==> config.mk <==
export PLATFORM = sky130hd
export DESIGN_NAME = wide_string_to_unsigned_parser_core
export DESIGN_NICKNAME = d
export VERILOG_FILES = /design/src/rtl/wsup_pkg.sv /design/src/rtl/wsup_step.sv /design/src/rtl/wide_string_to_unsigned_parser_core.sv
export SDC_FILE = /design/constraint.sdc
export NUM_CORES = 1
export LEC_CHECK = 0
export BUFFER_PORTS_ARGS = -buffer_cell sky130_fd_sc_hd__buf_2
export CAP_MARGIN = 20
export CORE_UTILIZATION = 40
export DETAILED_ROUTE_END_ITERATION = 10
export PLACE_DENSITY = 0.56
export SETUP_SLACK_MARGIN = 0.02
export SLEW_MARGIN = 20
export SYNTH_ARGS = -nofsm -noshare
export SYNTH_HDL_FRONTEND = slang
export SYNTH_SLANG_ARGS = --single-unit
export TNS_END_PERCENT = 30
==> constraint.sdc <==
create_clock -name clk -period 16.53 [get_ports clk]
set_clock_uncertainty 0.05 [all_clocks]
set_input_delay 3.306 -clock clk [delete_from_list [all_inputs] [get_ports clk]]
set_output_delay 3.306 -clock clk [all_outputs]
set_load 0.05 [all_outputs]
==> src/rtl/wsup_pkg.sv <==
`timescale 1ns / 1ps
// ---------------------------------------------------------------------------
// wsup_pkg
// Shared types and constants for the wide string to unsigned parser.
// ---------------------------------------------------------------------------
package wsup_pkg;

  localparam int POSITION_BITS_DEF = 16;

  localparam int CHAR_W  = 21;
  localparam int BASE_W  = 6;
  localparam int VALUE_W = 64;
  localparam int END_W   = 16;

  // Stream data widths, rounded up to whole bytes.
  localparam int S_DATA_W = 24;
  localparam int M_DATA_W = 88;

  localparam logic [BASE_W-1:0] BASE_AUTO  = 6'd0;
  localparam logic [BASE_W-1:0] BASE_MIN   = 6'd2;
  localparam logic [BASE_W-1:0] BASE_OCT   = 6'd8;
  localparam logic [BASE_W-1:0] BASE_DEC   = 6'd10;
  localparam logic [BASE_W-1:0] BASE_HEX   = 6'd16;
  localparam logic [BASE_W-1:0] BASE_MAX   = 6'd36;
  localparam logic [BASE_W-1:0] DIGIT_TEN  = 6'd10;

  localparam logic [CHAR_W-1:0] CH_TAB   = 21'h09;
  localparam logic [CHAR_W-1:0] CH_CR    = 21'h0D;
  localparam logic [CHAR_W-1:0] CH_SPACE = 21'h20;
  localparam logic [CHAR_W-1:0] CH_PLUS  = 21'h2B;
  localparam logic [CHAR_W-1:0] CH_MINUS = 21'h2D;
  localparam logic [CHAR_W-1:0] CH_0     = 21'h30;
  localparam logic [CHAR_W-1:0] CH_9     = 21'h39;
  localparam logic [CHAR_W-1:0] CH_UA    = 21'h41;
  localparam logic [CHAR_W-1:0] CH_UX    = 21'h58;
  localparam logic [CHAR_W-1:0] CH_UZ    = 21'h5A;
  localparam logic [CHAR_W-1:0] CH_LA    = 21'h61;
  localparam logic [CHAR_W-1:0] CH_LX    = 21'h78;
  localparam logic [CHAR_W-1:0] CH_LZ    = 21'h7A;

  typedef struct packed {
    logic              ok;
    logic [BASE_W-1:0] d;
  } digit_t;

  typedef struct packed {
    logic               converted;
    logic               range_error;
    logic [END_W-1:0]   end_position;
    logic [VALUE_W-1:0] value;
  } result_t;

  // Digit value of a character: 0-9, then letters of either case as 10 to 35.
  function automatic digit_t digit_of(logic [CHAR_W-1:0] c);
    digit_t r;
    r.ok = 1'b0;
    r.d  = '0;
    if (c >= CH_0 && c <= CH_9) begin
      r.ok = 1'b1;
      r.d  = BASE_W'(c - CH_0);
    end else if (c >= CH_LA && c <= CH_LZ) begin
      r.ok = 1'b1;
      r.d  = BASE_W'(c - CH_LA) + DIGIT_TEN;
    end else if (c >= CH_UA && c <= CH_UZ) begin
      r.ok = 1'b1;
      r.d  = BASE_W'(c - CH_UA) + DIGIT_TEN;
    end
    return r;
  endfunction

endpackage

==> src/rtl/wsup_step.sv <==
`timescale 1ns / 1ps
// ---------------------------------------------------------------------------
// wsup_step
// Parser state and the combinational step that consumes one character.
// ---------------------------------------------------------------------------
module wsup_step import wsup_pkg::*; #(
  parameter int POSITION_BITS = POSITION_BITS_DEF
) (
  input  logic              clk,
  input  logic              rst,
  input  logic              fire,
  input  logic [CHAR_W-1:0] wide_char,
  input  logic              is_last,
  input  logic [BASE_W-1:0] number_base,
  output logic              res_emit,
  output result_t           res
);

  localparam int EXT = (POSITION_BITS > END_W) ? POSITION_BITS : END_W;

  typedef enum logic [2:0] {
    PH_SPACE,
    PH_START,
    PH_ZERO,
    PH_HEXMARK,
    PH_DIGITS,
    PH_DONE
  } phase_t;

  phase_t                   phase;
  logic [BASE_W-1:0]        active_base;
  logic [VALUE_W-1:0]       accumulator;
  logic [POSITION_BITS-1:0] position;
  logic                     any_digit;

  phase_t                   phase_next;
  logic [BASE_W-1:0]        active_base_next;
  logic [VALUE_W-1:0]       accumulator_next;
  logic                     any_digit_next;
  logic [POSITION_BITS-1:0] position_next;

  logic                     cont;
  logic                     emit1;
  logic                     emit2;
  result_t                  res1;
  result_t                  res2;
  digit_t                   dig;
  logic [VALUE_W+BASE_W-1:0] mac;
  logic                     is_space;

  // Saturate a position to the 16-bit result field.
  function automatic logic [END_W-1:0] sat_end(logic [POSITION_BITS-1:0] p);
    logic [EXT:0] w;
    w = (EXT+1)'(p);
    if (w > (EXT+1)'(17'h0FFFF)) begin
      return 16'hFFFF;
    end
    return w[END_W-1:0];
  endfunction

  assign dig      = digit_of(wide_char);
  assign is_space = (wide_char == CH_SPACE) || (wide_char >= CH_TAB && wide_char <= CH_CR);
  assign mac      = (VALUE_W+BASE_W)'(accumulator) * (VALUE_W+BASE_W)'(active_base)
                  + (VALUE_W+BASE_W)'(dig.d);
  assign position_next = (position == '1) ? position : position + 1'b1;

  always_comb begin
    phase_next       = phase;
    active_base_next = active_base;
    accumulator_next = accumulator;
    any_digit_next   = any_digit;
    cont             = (phase != PH_DONE);
    emit1            = 1'b0;
    res1             = '0;

    if (cont && phase_next == PH_SPACE) begin
      if (is_space) begin
        cont = 1'b0;
      end else if (wide_char == CH_PLUS) begin
        phase_next = PH_START;
        cont       = 1'b0;
      end else if (wide_char == CH_MINUS) begin
        emit1            = 1'b1;
        res1.range_error = 1'b1;
        cont             = 1'b0;
      end else begin
        phase_next = PH_START;
      end
    end

    if (cont && phase_next == PH_START) begin
      if ((number_base == BASE_AUTO || number_base == BASE_HEX) && wide_char == CH_0) begin
        active_base_next = number_base;
        accumulator_next = '0;
        any_digit_next   = 1'b1;
        phase_next       = PH_ZERO;
        cont             = 1'b0;
      end else begin
        active_base_next = (number_base == BASE_AUTO) ? BASE_DEC : number_base;
        phase_next       = PH_DIGITS;
      end
    end

    if (cont && phase_next == PH_ZERO) begin
      if (wide_char == CH_LX || wide_char == CH_UX) begin
        active_base_next = BASE_HEX;
        phase_next       = PH_HEXMARK;
        cont             = 1'b0;
      end else begin
        if (active_base_next == BASE_AUTO) begin
          active_base_next = BASE_OCT;
        end
        phase_next = PH_DIGITS;
      end
    end

    if (cont && phase_next == PH_HEXMARK) begin
      if (dig.ok && dig.d < BASE_HEX) begin
        phase_next = PH_DIGITS;
      end else begin
        // The "0x" alone: the zero was the number, the x is left over.
        emit1             = 1'b1;
        res1.converted    = 1'b1;
        res1.end_position = sat_end((position != '0) ? position - 1'b1 : position);
        cont              = 1'b0;
      end
    end

    if (cont) begin
      // Digit phase. The multiply-add uses the base held in the register, which
      // differs from the final base only while the accumulator is still zero.
      if (active_base_next >= BASE_MIN && active_base_next <= BASE_MAX && dig.ok
          && dig.d < active_base_next) begin
        if (mac[VALUE_W+BASE_W-1:VALUE_W] != '0) begin
          emit1             = 1'b1;
          res1.value        = '1;
          res1.end_position = sat_end(position);
          res1.range_error  = 1'b1;
          res1.converted    = 1'b1;
        end else begin
          accumulator_next = mac[VALUE_W-1:0];
          any_digit_next   = 1'b1;
        end
      end else begin
        emit1             = 1'b1;
        res1.value        = accumulator_next;
        res1.end_position = any_digit_next ? sat_end(position) : '0;
        res1.converted    = any_digit_next;
      end
    end
  end

  // End of string before the conversion finished: behave as if a NUL followed.
  always_comb begin
    emit2             = is_last && !emit1 && (phase_next != PH_DONE);
    res2              = '0;
    res2.value        = accumulator_next;
    res2.converted    = any_digit_next;
    if (any_digit_next) begin
      res2.end_position = (phase_next == PH_HEXMARK) ? sat_end(position_next - 1'b1)
                                                     : sat_end(position_next);
    end
  end

  assign res_emit = emit1 || emit2;
  assign res      = emit1 ? res1 : res2;

  always_ff @(posedge clk) begin
    if (rst) begin
      phase       <= PH_SPACE;
      active_base <= '0;
      accumulator <= '0;
      position    <= '0;
      any_digit   <= 1'b0;
    end else if (fire) begin
      if (is_last) begin
        phase       <= PH_SPACE;
        active_base <= '0;
        accumulator <= '0;
        position    <= '0;
        any_digit   <= 1'b0;
      end else begin
        phase       <= emit1 ? PH_DONE : phase_next;
        active_base <= active_base_next;
        accumulator <= accumulator_next;
        position    <= position_next;
        any_digit   <= any_digit_next;
      end
    end
  end

endmodule

==> src/rtl/wide_string_to_unsigned_parser_core.sv <==
`timescale 1ns / 1ps
// ---------------------------------------------------------------------------
// wide_string_to_unsigned_parser_core
// Streams a wide string one code point per transaction and returns its
// leading unsigned number as a 64-bit value, strtoull style.
// ---------------------------------------------------------------------------
//
// Channel   Direction  Carries
// --------  ---------  ------------------------------------------------------
// s_axis    in         one character: tdata = wide_char, tlast = is_last
// m_axis    out        one result per string: value, end_position,
//                      range_error, converted
// cfg       in         number_base, written when cfg_wen is high
//
// The step stage consumes one character at a time, and a new character can
// be accepted every cycle while the result register does not stall. The loop
// that sets this rate is the 64 by 6 bit multiply-add with overflow check
// that updates the accumulator. An accepted character is held in the input
// register, then its result in the result register. Reset clears the parser
// to the white space phase and sets number_base to 10. When the result
// register is full and not taken, the step stage holds and s_axis_tready
// drops once the input register is also occupied.
// ---------------------------------------------------------------------------
module wide_string_to_unsigned_parser_core import wsup_pkg::*; #(
  parameter int POSITION_BITS = POSITION_BITS_DEF
) (
  input  logic                clk,
  input  logic                rst,

  input  logic                s_axis_tvalid,
  output logic                s_axis_tready,
  input  logic [S_DATA_W-1:0] s_axis_tdata,   // [20:0] wide_char, rest zero
  input  logic                s_axis_tlast,   // is_last

  output logic                m_axis_tvalid,
  input  logic                m_axis_tready,
  output logic [M_DATA_W-1:0] m_axis_tdata,   // [63:0] value, [79:64] end_position,
                                              // [80] range_error, [81] converted,
                                              // rest zero

  input  logic                cfg_wen,
  input  logic [BASE_W-1:0]   cfg_wdata       // number_base
);

  // Configuration register.
  logic [BASE_W-1:0] number_base;

  // Input register.
  logic              in_valid;
  logic [CHAR_W-1:0] in_char;
  logic              in_last;

  // Result register.
  logic              out_valid;
  result_t           out_res;

  logic              fire;
  logic              res_emit;
  result_t           res;

  // The step stage runs whenever a character waits and the result register
  // can take whatever that character produces.
  assign fire          = in_valid && (!out_valid || m_axis_tready);
  assign s_axis_tready = !in_valid || fire;

  always_ff @(posedge clk) begin
    if (rst) begin
      number_base <= BASE_DEC;
    end else if (cfg_wen) begin
      number_base <= cfg_wdata;
    end
  end

  always_ff @(posedge clk) begin
    if (rst) begin
      in_valid <= 1'b0;
    end else if (s_axis_tready) begin
      in_valid <= s_axis_tvalid;
    end
  end

  always_ff @(posedge clk) begin
    if (s_axis_tvalid && s_axis_tready) begin
      in_char <= s_axis_tdata[CHAR_W-1:0];
      in_last <= s_axis_tlast;
    end
  end

  wsup_step #(
    .POSITION_BITS (POSITION_BITS)
  ) u_step (
    .clk         (clk),
    .rst         (rst),
    .fire        (fire),
    .wide_char   (in_char),
    .is_last     (in_last),
    .number_base (number_base),
    .res_emit    (res_emit),
    .res         (res)
  );

  // A result transaction is loaded only when the register is free or being
  // drained in the same cycle, which fire already guarantees.
  always_ff @(posedge clk) begin
    if (rst) begin
      out_valid <= 1'b0;
    end else if (fire && res_emit) begin
      out_valid <= 1'b1;
    end else if (m_axis_tready) begin
      out_valid <= 1'b0;
    end
  end

  always_ff @(posedge clk) begin
    if (fire && res_emit) begin
      out_res <= res;
    end
  end

  assign m_axis_tvalid = out_valid;
  assign m_axis_tdata  = M_DATA_W'(out_res);

endmodule

==> impl_metrics.tcl, run 1 <==
set metrics [dict create \
    r2r_setup_slack_ns 6.80 \
    vias 20600 \
    place.port_buffers 116 \
    synth_area_um2 23700 \
    cts_hold_buffers 0 \
    h-tree-depth 1 \
    ys_types 81 \
    power_density_nw_per_um2 48.4 \
    finalSetupTns_ns 0 \
    setup_violations 0 \
    tightest_slew_ns 1.08 \
    grt.met1_usage 0.303 \
    dp.final_hpwl_um 51000 \
    wirelength_um 68700 \
    placementRows 88 \
    worstPathRequired_ns 16.86 \
    worst_slack_ns 6.80 \
    total_power_mw 1.23 \
    drc 0 \
    synth-async-reset-ratio 0 \
    ir_drop_mv 0.0727 \
    synth_top_cell_by_area "fa_1" \
    maxCapViolations 0 \
    crit_type "reg -> reg" \
    antenna_found_initial 0 \
    top_usage_layer "met2" \
    maxSlewViolCount 0 \
    ant_nets 0 \
    ioPinCount 126 \
    status "finished clean" \
    crit_top_cell "fa_1" \
    fin_hold_ws_ns 0.449 \
    clk_latency_ns 0.60 \
    grt_pass1_vias 20900 \
    drt_first_pass_iters 6 \
    drive_gt1_frac 0.0724 \
    vias_per_cell 5.63 \
    critPathArrivalTime_ns 10.06 \
    synthCells 2946 \
    fillers 5857 \
    track_usage 0.229 \
    grt_max_degree 72 \
    avgSynthCellArea_um2 8.06 \
    grt_pass1_wl_um 111000 \
    finalNonFillerCells 3667 \
    design_area_um2 25400 \
    critPathSlowestCell "dfxtp_2" \
    timing.fmax_ghz 0.103 \
    core_um2 58100 \
    post_dp_cell_area_um2 24600 \
    cts_resized 0 \
    path_cells "buf_4 > nand2_1 > fa_1 > fa_1 > fa_1 > inv_1 > fa_1 > ha_1 > o211ai_1 > a21oi_1 > o21ai_1 > a2111oi_0 > o32ai_1 > nor4_1 > mux2i_1 > nand3b_1 > nor4b_4 > nand2b_2 > buf_4 > nand3_1 > o221ai_1" \
    synth_edf_count 104 \
    period_minus_slack_ns 9.73 \
    max_stage_delay_ns 0.78 \
    final-hold-violation-count 0 \
    drt_iter0_markers 1421 \
    synth_ff_type "edfxtp_1" \
    power.leakage_nw 11.4 \
    rsz0062_at_grt "no" \
    clockRootBuffer "clkbuf_16" \
    cp_max_fo 48 \
    grt-ovfl-total 0 \
    fin_nets 3330 \
    pre_cts_ws_ns 6.98 \
    die_w_um 246 \
    ys_warn_count 0 \
    initial_core_util 0.408 \
    n_antenna_cell 0 \
    gr-usage-met2 0.389 \
    slew-limit-headroom 0.283 \
    synth_most_common_cell "nand2_1" \
    clockBufferDepth 3 \
    synthTopCellsByCount "nand2_1 (611), inv_1 (294), fa_1 (252)" \
    grt_use_met3 0.0230 \
    yosysTopAreaCellShare 0.213 \
    clk_pin_slew_worst_paths_ns 0.06 \
    multi_input_area_um2 16700 \
    cts_buffers 27 \
    cts.sinks 202 \
    die_y_um 246 \
    synthTopCellsByArea "fa_1 (21%), edfxtp_1 (13%), nand2_1 (9.7%), ha_1 (8.5%), dfxtp_1 (8.3%)" \
    avgRoutedWirePerCell_um 18.7 \
    cp-start-kind "flip-flop" \
    placedCellCount 3617 \
    gp_congestion 0.933 \
    syn_to_final_growth_pct 6.95 \
    min_path_type "reg -> reg" \
    cts_tree "done" \
    seq_area_um2 5090 \
    timing.final.crit_share 0.589 \
    postCtsSetupRepairBufs 0 \
    utilization 0.437 \
    ys_ff_latch 202 \
    die_area_um2 60300 \
    endpoint_kind "flip-flop" \
    yosysSeqAreaShare 0.214 \
]
-- worst paths after layout --
path | startpoint | endpoint | cells past startpoint
max | u_step.active_base[5] | m_axis_tdata[73] | 21
min | u_step.any_digit | u_step.any_digit | 2
max reg2reg | u_step.active_base[5] | m_axis_tdata[73] | 21
min reg2reg | u_step.any_digit | u_step.any_digit | 2
-- logic make-up after synthesis --
family          count (synthesis)  share of synthesized area
xor+xnor                       94                     0.0347
compound gates                638                      0.162
fa+ha+maj                     413                      0.297
buf+inv                       531                     0.0867
simple gates                 1045                      0.195
other cells                     1                   0.000158
flops                         202                      0.214
mux                            22                    0.00944
-- report_power, final --
group | switching [mW] | total [mW] | internal (mW)
clock network | 0.253 | 0.564 | 0.311
registers | 0.0156 | 0.557 | 0.542
logic | 0.0821 | 0.106 | 0.0238
-- cells in the final DEF, fill, tap and decap left out, drive strengths merged, types with 9 or more instances in the layout --
master / Yosys / final
edfxtp: 104 / 104
a21boi: 9 / 9
nand2: 611 / 611
and2: 48 / 48
and4: 10 / 10
nand4: 36 / 36
a31oi: 11 / 11
a21o: 26 / 26
ha: 161 / 161
mux2i: 19 / 19
a211oi: 15 / 15
nand3: 40 / 40
nor2b: 11 / 11
clkbuf: 180 / 35
or3: 11 / 11
o21bai: 15 / 15
and3: 17 / 17
a22oi: 10 / 10
nor2: 154 / 154
nand2b: 14 / 14
fa: 252 / 252
a21oi: 225 / 225
o211ai: 14 / 14
nor3: 50 / 50
clkinv: 0 / 10
nor4: 13 / 13
o21ai: 170 / 170
buf: 57 / 138
inv: 294 / 295
dfxtp: 98 / 98
xor2: 39 / 39
o22ai: 49 / 49
xnor2: 55 / 55
o21a: 15 / 15
-- per-layer routing --
metal	vias up	wire length (um)
li1	9683	-
met5	-	0
met3	108	3680
met1	10200	29700
met2	604	33200
met4	0	2130
-- sequential cells by signal (all words and copies together), names as in the netlist --
name,count
in_last,1
m_axis_tvalid,1
u_step.phase,3
in_char,21
u_step.accumulator,64
u_step.position,16
u_step.active_base,6
number_base,6
u_step.any_digit,1
in_valid,1
m_axis_tdata,82
-- final cells by class --
class,instances,area share
tap,765,0.0377
multi-input combinational,2218,0.656
clock buffer,35,0.0286
inverter,294,0.0435
timing repair buffer,138,0.0294
clock inverter,15,0.00414
sequential,202,0.201
-- critical path, delay by kind of cell (launching register included) --
| family | cells | cell delay (ns) |
|---|---|---|
| flops | 1 | 0.78 |
| compound gates | 6 | 2.21 |
| simple gates | 6 | 2.48 |
| buf+inv | 3 | 1.23 |
| mux | 1 | 0.27 |
| fa+ha+maj | 5 | 2.43 |
No activity file was read; power rests on OpenSTA's default activity.
==> inputs of run 2 (changes only) <==
Settings changed: ABC_AREA set to 1, PLACE_DENSITY 0.56 to 0.58.
Clock period 16.53 ns to 8.1 ns, I/O delays scaled along.
==> run 2 against run 1 <==
- wire length rose by 3.6%
- setup slack lost 5.8 ns
- critical path depth rose by 14
- critical path type unchanged
==> impl_metrics.tcl, run 2 <==
set metrics [dict create \
    status "finished clean" \
    ys_warn_count 0 \
    design_area_um2 27900 \
    r2r_setup_slack_ns 0.96 \
    maxCapViolations 0 \
    postCtsSetupRepairBufs 0 \
    post_dp_cell_area_um2 27000 \
    timing.fmax_ghz 0.140 \
    layout_common_cells "nand2_1 (1044), inv_1 (650), nor2_1 (303)" \
    synth_most_common_cell "nand2_1" \
    die_area_um2 65800 \
    total_power_mw 2.61 \
    clk_pin_slew_worst_paths_ns 0.06 \
    dp.final_hpwl_um 54700 \
    tightest_slew_ns 0.981 \
    regToRegEndpoint "m_axis_tdata[8]" \
    synth_edf_count 104 \
    clockRootBuffer "clkbuf_16" \
    clockBufferDepth 3 \
    ir_drop_mv 0.135 \
    h-tree-depth 1 \
    reg2reg_depth 35 \
    power_density_nw_per_um2 93.7 \
    ant_nets 0 \
    critPathSlowestCell "buf_4" \
    setup_violations 0 \
    crit_top_cell "nand2_1" \
    period_minus_slack_ns 7.14 \
    fillers 6793 \
    min_path_type "reg -> reg" \
    crit_end "m_axis_tdata[8]" \
    synthCells 3729 \
    yosysSeqAreaShare 0.196 \
    endpoint_kind "flip-flop" \
    grt_pass1_wl_um 120000 \
    cp_max_fo 61 \
    critPathArrivalTime_ns 7.55 \
    cts.sinks 202 \
    cp.depth 35 \
    synthTopCellsByCount "nand2_1 (1045), inv_1 (651), nor2_1 (306)" \
    track_usage 0.219 \
    vias_per_cell 5.06 \
    initial_core_util 0.408 \
    synth-async-reset-ratio 0 \
    worstPathRequired_ns 8.50 \
    die_y_um 257 \
    cts_buffers 27 \
    largest_reg_flops 82 \
    drt_iter0_markers 1162 \
    power.leakage_nw 14.1 \
    ys_types 58 \
    cts_tree "done" \
    die_w_um 257 \
    n_antenna_cell 0 \
    max_stage_delay_ns 0.58 \
    timing.final.crit_share 0.882 \
    synth_top_cell_by_area "fa_1" \
    grt_max_degree 73 \
    yosysTopAreaCellShare 0.195 \
    reg2reg_from "in_char[0]" \
    cts_resized 0 \
    drt_first_pass_iters 5 \
    core_um2 63500 \
    cp-start-kind "flip-flop" \
    grt_pass1_vias 23600 \
    avgSynthCellArea_um2 6.95 \
    grt-ovfl-total 0 \
    multi_input_area_um2 17500 \
    crit_type "reg -> reg" \
    crit_buf_inv 7 \
    synth_ff_type "edfxtp_1" \
    antenna_found_initial 0 \
    syn_to_final_growth_pct 7.53 \
    clk_latency_ns 0.62 \
    vias 23100 \
    final-hold-violation-count 0 \
    finalSetupTns_ns 0 \
    drive_gt1_frac 0.0657 \
    placementRows 92 \
    crit_start "in_char[0]" \
    fin_nets 4143 \
    synthTopCellsByArea "fa_1 (19%), nand2_1 (15%), edfxtp_1 (12%), inv_1 (9.4%), ha_1 (7.8%)" \
    ioPinCount 126 \
    gp_congestion 0.939 \
    final_common_cell "nand2_1" \
    wirelength_um 71100 \
    ys_ff_latch 202 \
    drc 0 \
    seq_area_um2 5090 \
    cts_hold_buffers 0 \
    place.port_buffers 116 \
    rsz0062_at_grt "no" \
    avgRoutedWirePerCell_um 15.6 \
    fin_hold_ws_ns 0.422 \
    maxSlewViolCount 0 \
    synth_area_um2 25900 \
    utilization 0.439 \
    crit_family "simple AND/OR/NAND/NOR gates" \
    slew-limit-headroom 0.346 \
]
## run 2: how the worst min path moves through the flow
| stage | from | to | slack, ns | depth (start not counted) |
|---|---|---|---|---|
| after floorplan | u_step.any_digit | u_step.any_digit | 0.40 | 2 |
| after global placement | u_step.any_digit | u_step.any_digit | 0.41 | 2 |
| after detailed placement | u_step.any_digit | u_step.any_digit | 0.41 | 2 |
| after CTS | u_step.any_digit | u_step.any_digit | 0.42 | 2 |
| after global routing | u_step.any_digit | u_step.any_digit | 0.45 | 2 |
| final | u_step.any_digit | u_step.any_digit | 0.42 | 2 |
## run 2: tightest hold or removal path: cells and delay by family (launching register included)
family           cells  cell delay (ns)
AO/OA/AOI/OAI        1             0.05
flip-flops           1             0.31
AND/OR/NAND/NOR      1             0.06
## run 2: layer usage
layer / global-route usage / wire, um / vias up
met5: 0 / 0 / -
met4: 0.0529 / 1650 / 0
met3: 0.0234 / 2870 / 89
met2: 0.388 / 34900 / 464
met1: 0.284 / 31700 / 11000
li1: - / - / 11600
## run 2: kinds of logic (layout without fill, tap and decap cells)
| family | Yosys count | after routing | synth area share |
|---|---|---|---|
| simple gates | 1637 | 1637 | 0.261 |
| buf+inv | 878 | 858 | 0.132 |
| compound gates | 501 | 501 | 0.106 |
| fa+ha+maj | 413 | 413 | 0.272 |
| flops | 202 | 202 | 0.196 |
| xor+xnor | 97 | 97 | 0.0328 |
| other cells | 1 | 6 | 0.000145 |
## run 2: area by class of cell
| class | instances | area share |
|---|---|---|
| well taps | 846 | 0.0380 |
| multi-input cells | 2654 | 0.627 |
| flip-flops and latches | 202 | 0.183 |
| clock buffers | 41 | 0.0287 |
| inverters | 663 | 0.0894 |
| repair buffers | 146 | 0.0317 |
| clock inverters | 8 | 0.00238 |
## run 2: per-stage QoR
stage / setup slack, ns / instances
finish: 0.956 / 4560
global route: 0.258 / 4560
CTS: 0.980 / 4560
detailed placement: 1.03 / 4511
global placement: 1.04 / 4511
floorplan: 0.850 / 3734
## run 2: report_power, final
| group | switching [mW] | internal (mW) |
|---|---|---|
| clock | 0.508 | 0.681 |
| sequential | 0.0204 | 1.11 |
| combinational | 0.230 | 0.0612 |
| total | 0.759 | 1.85 |
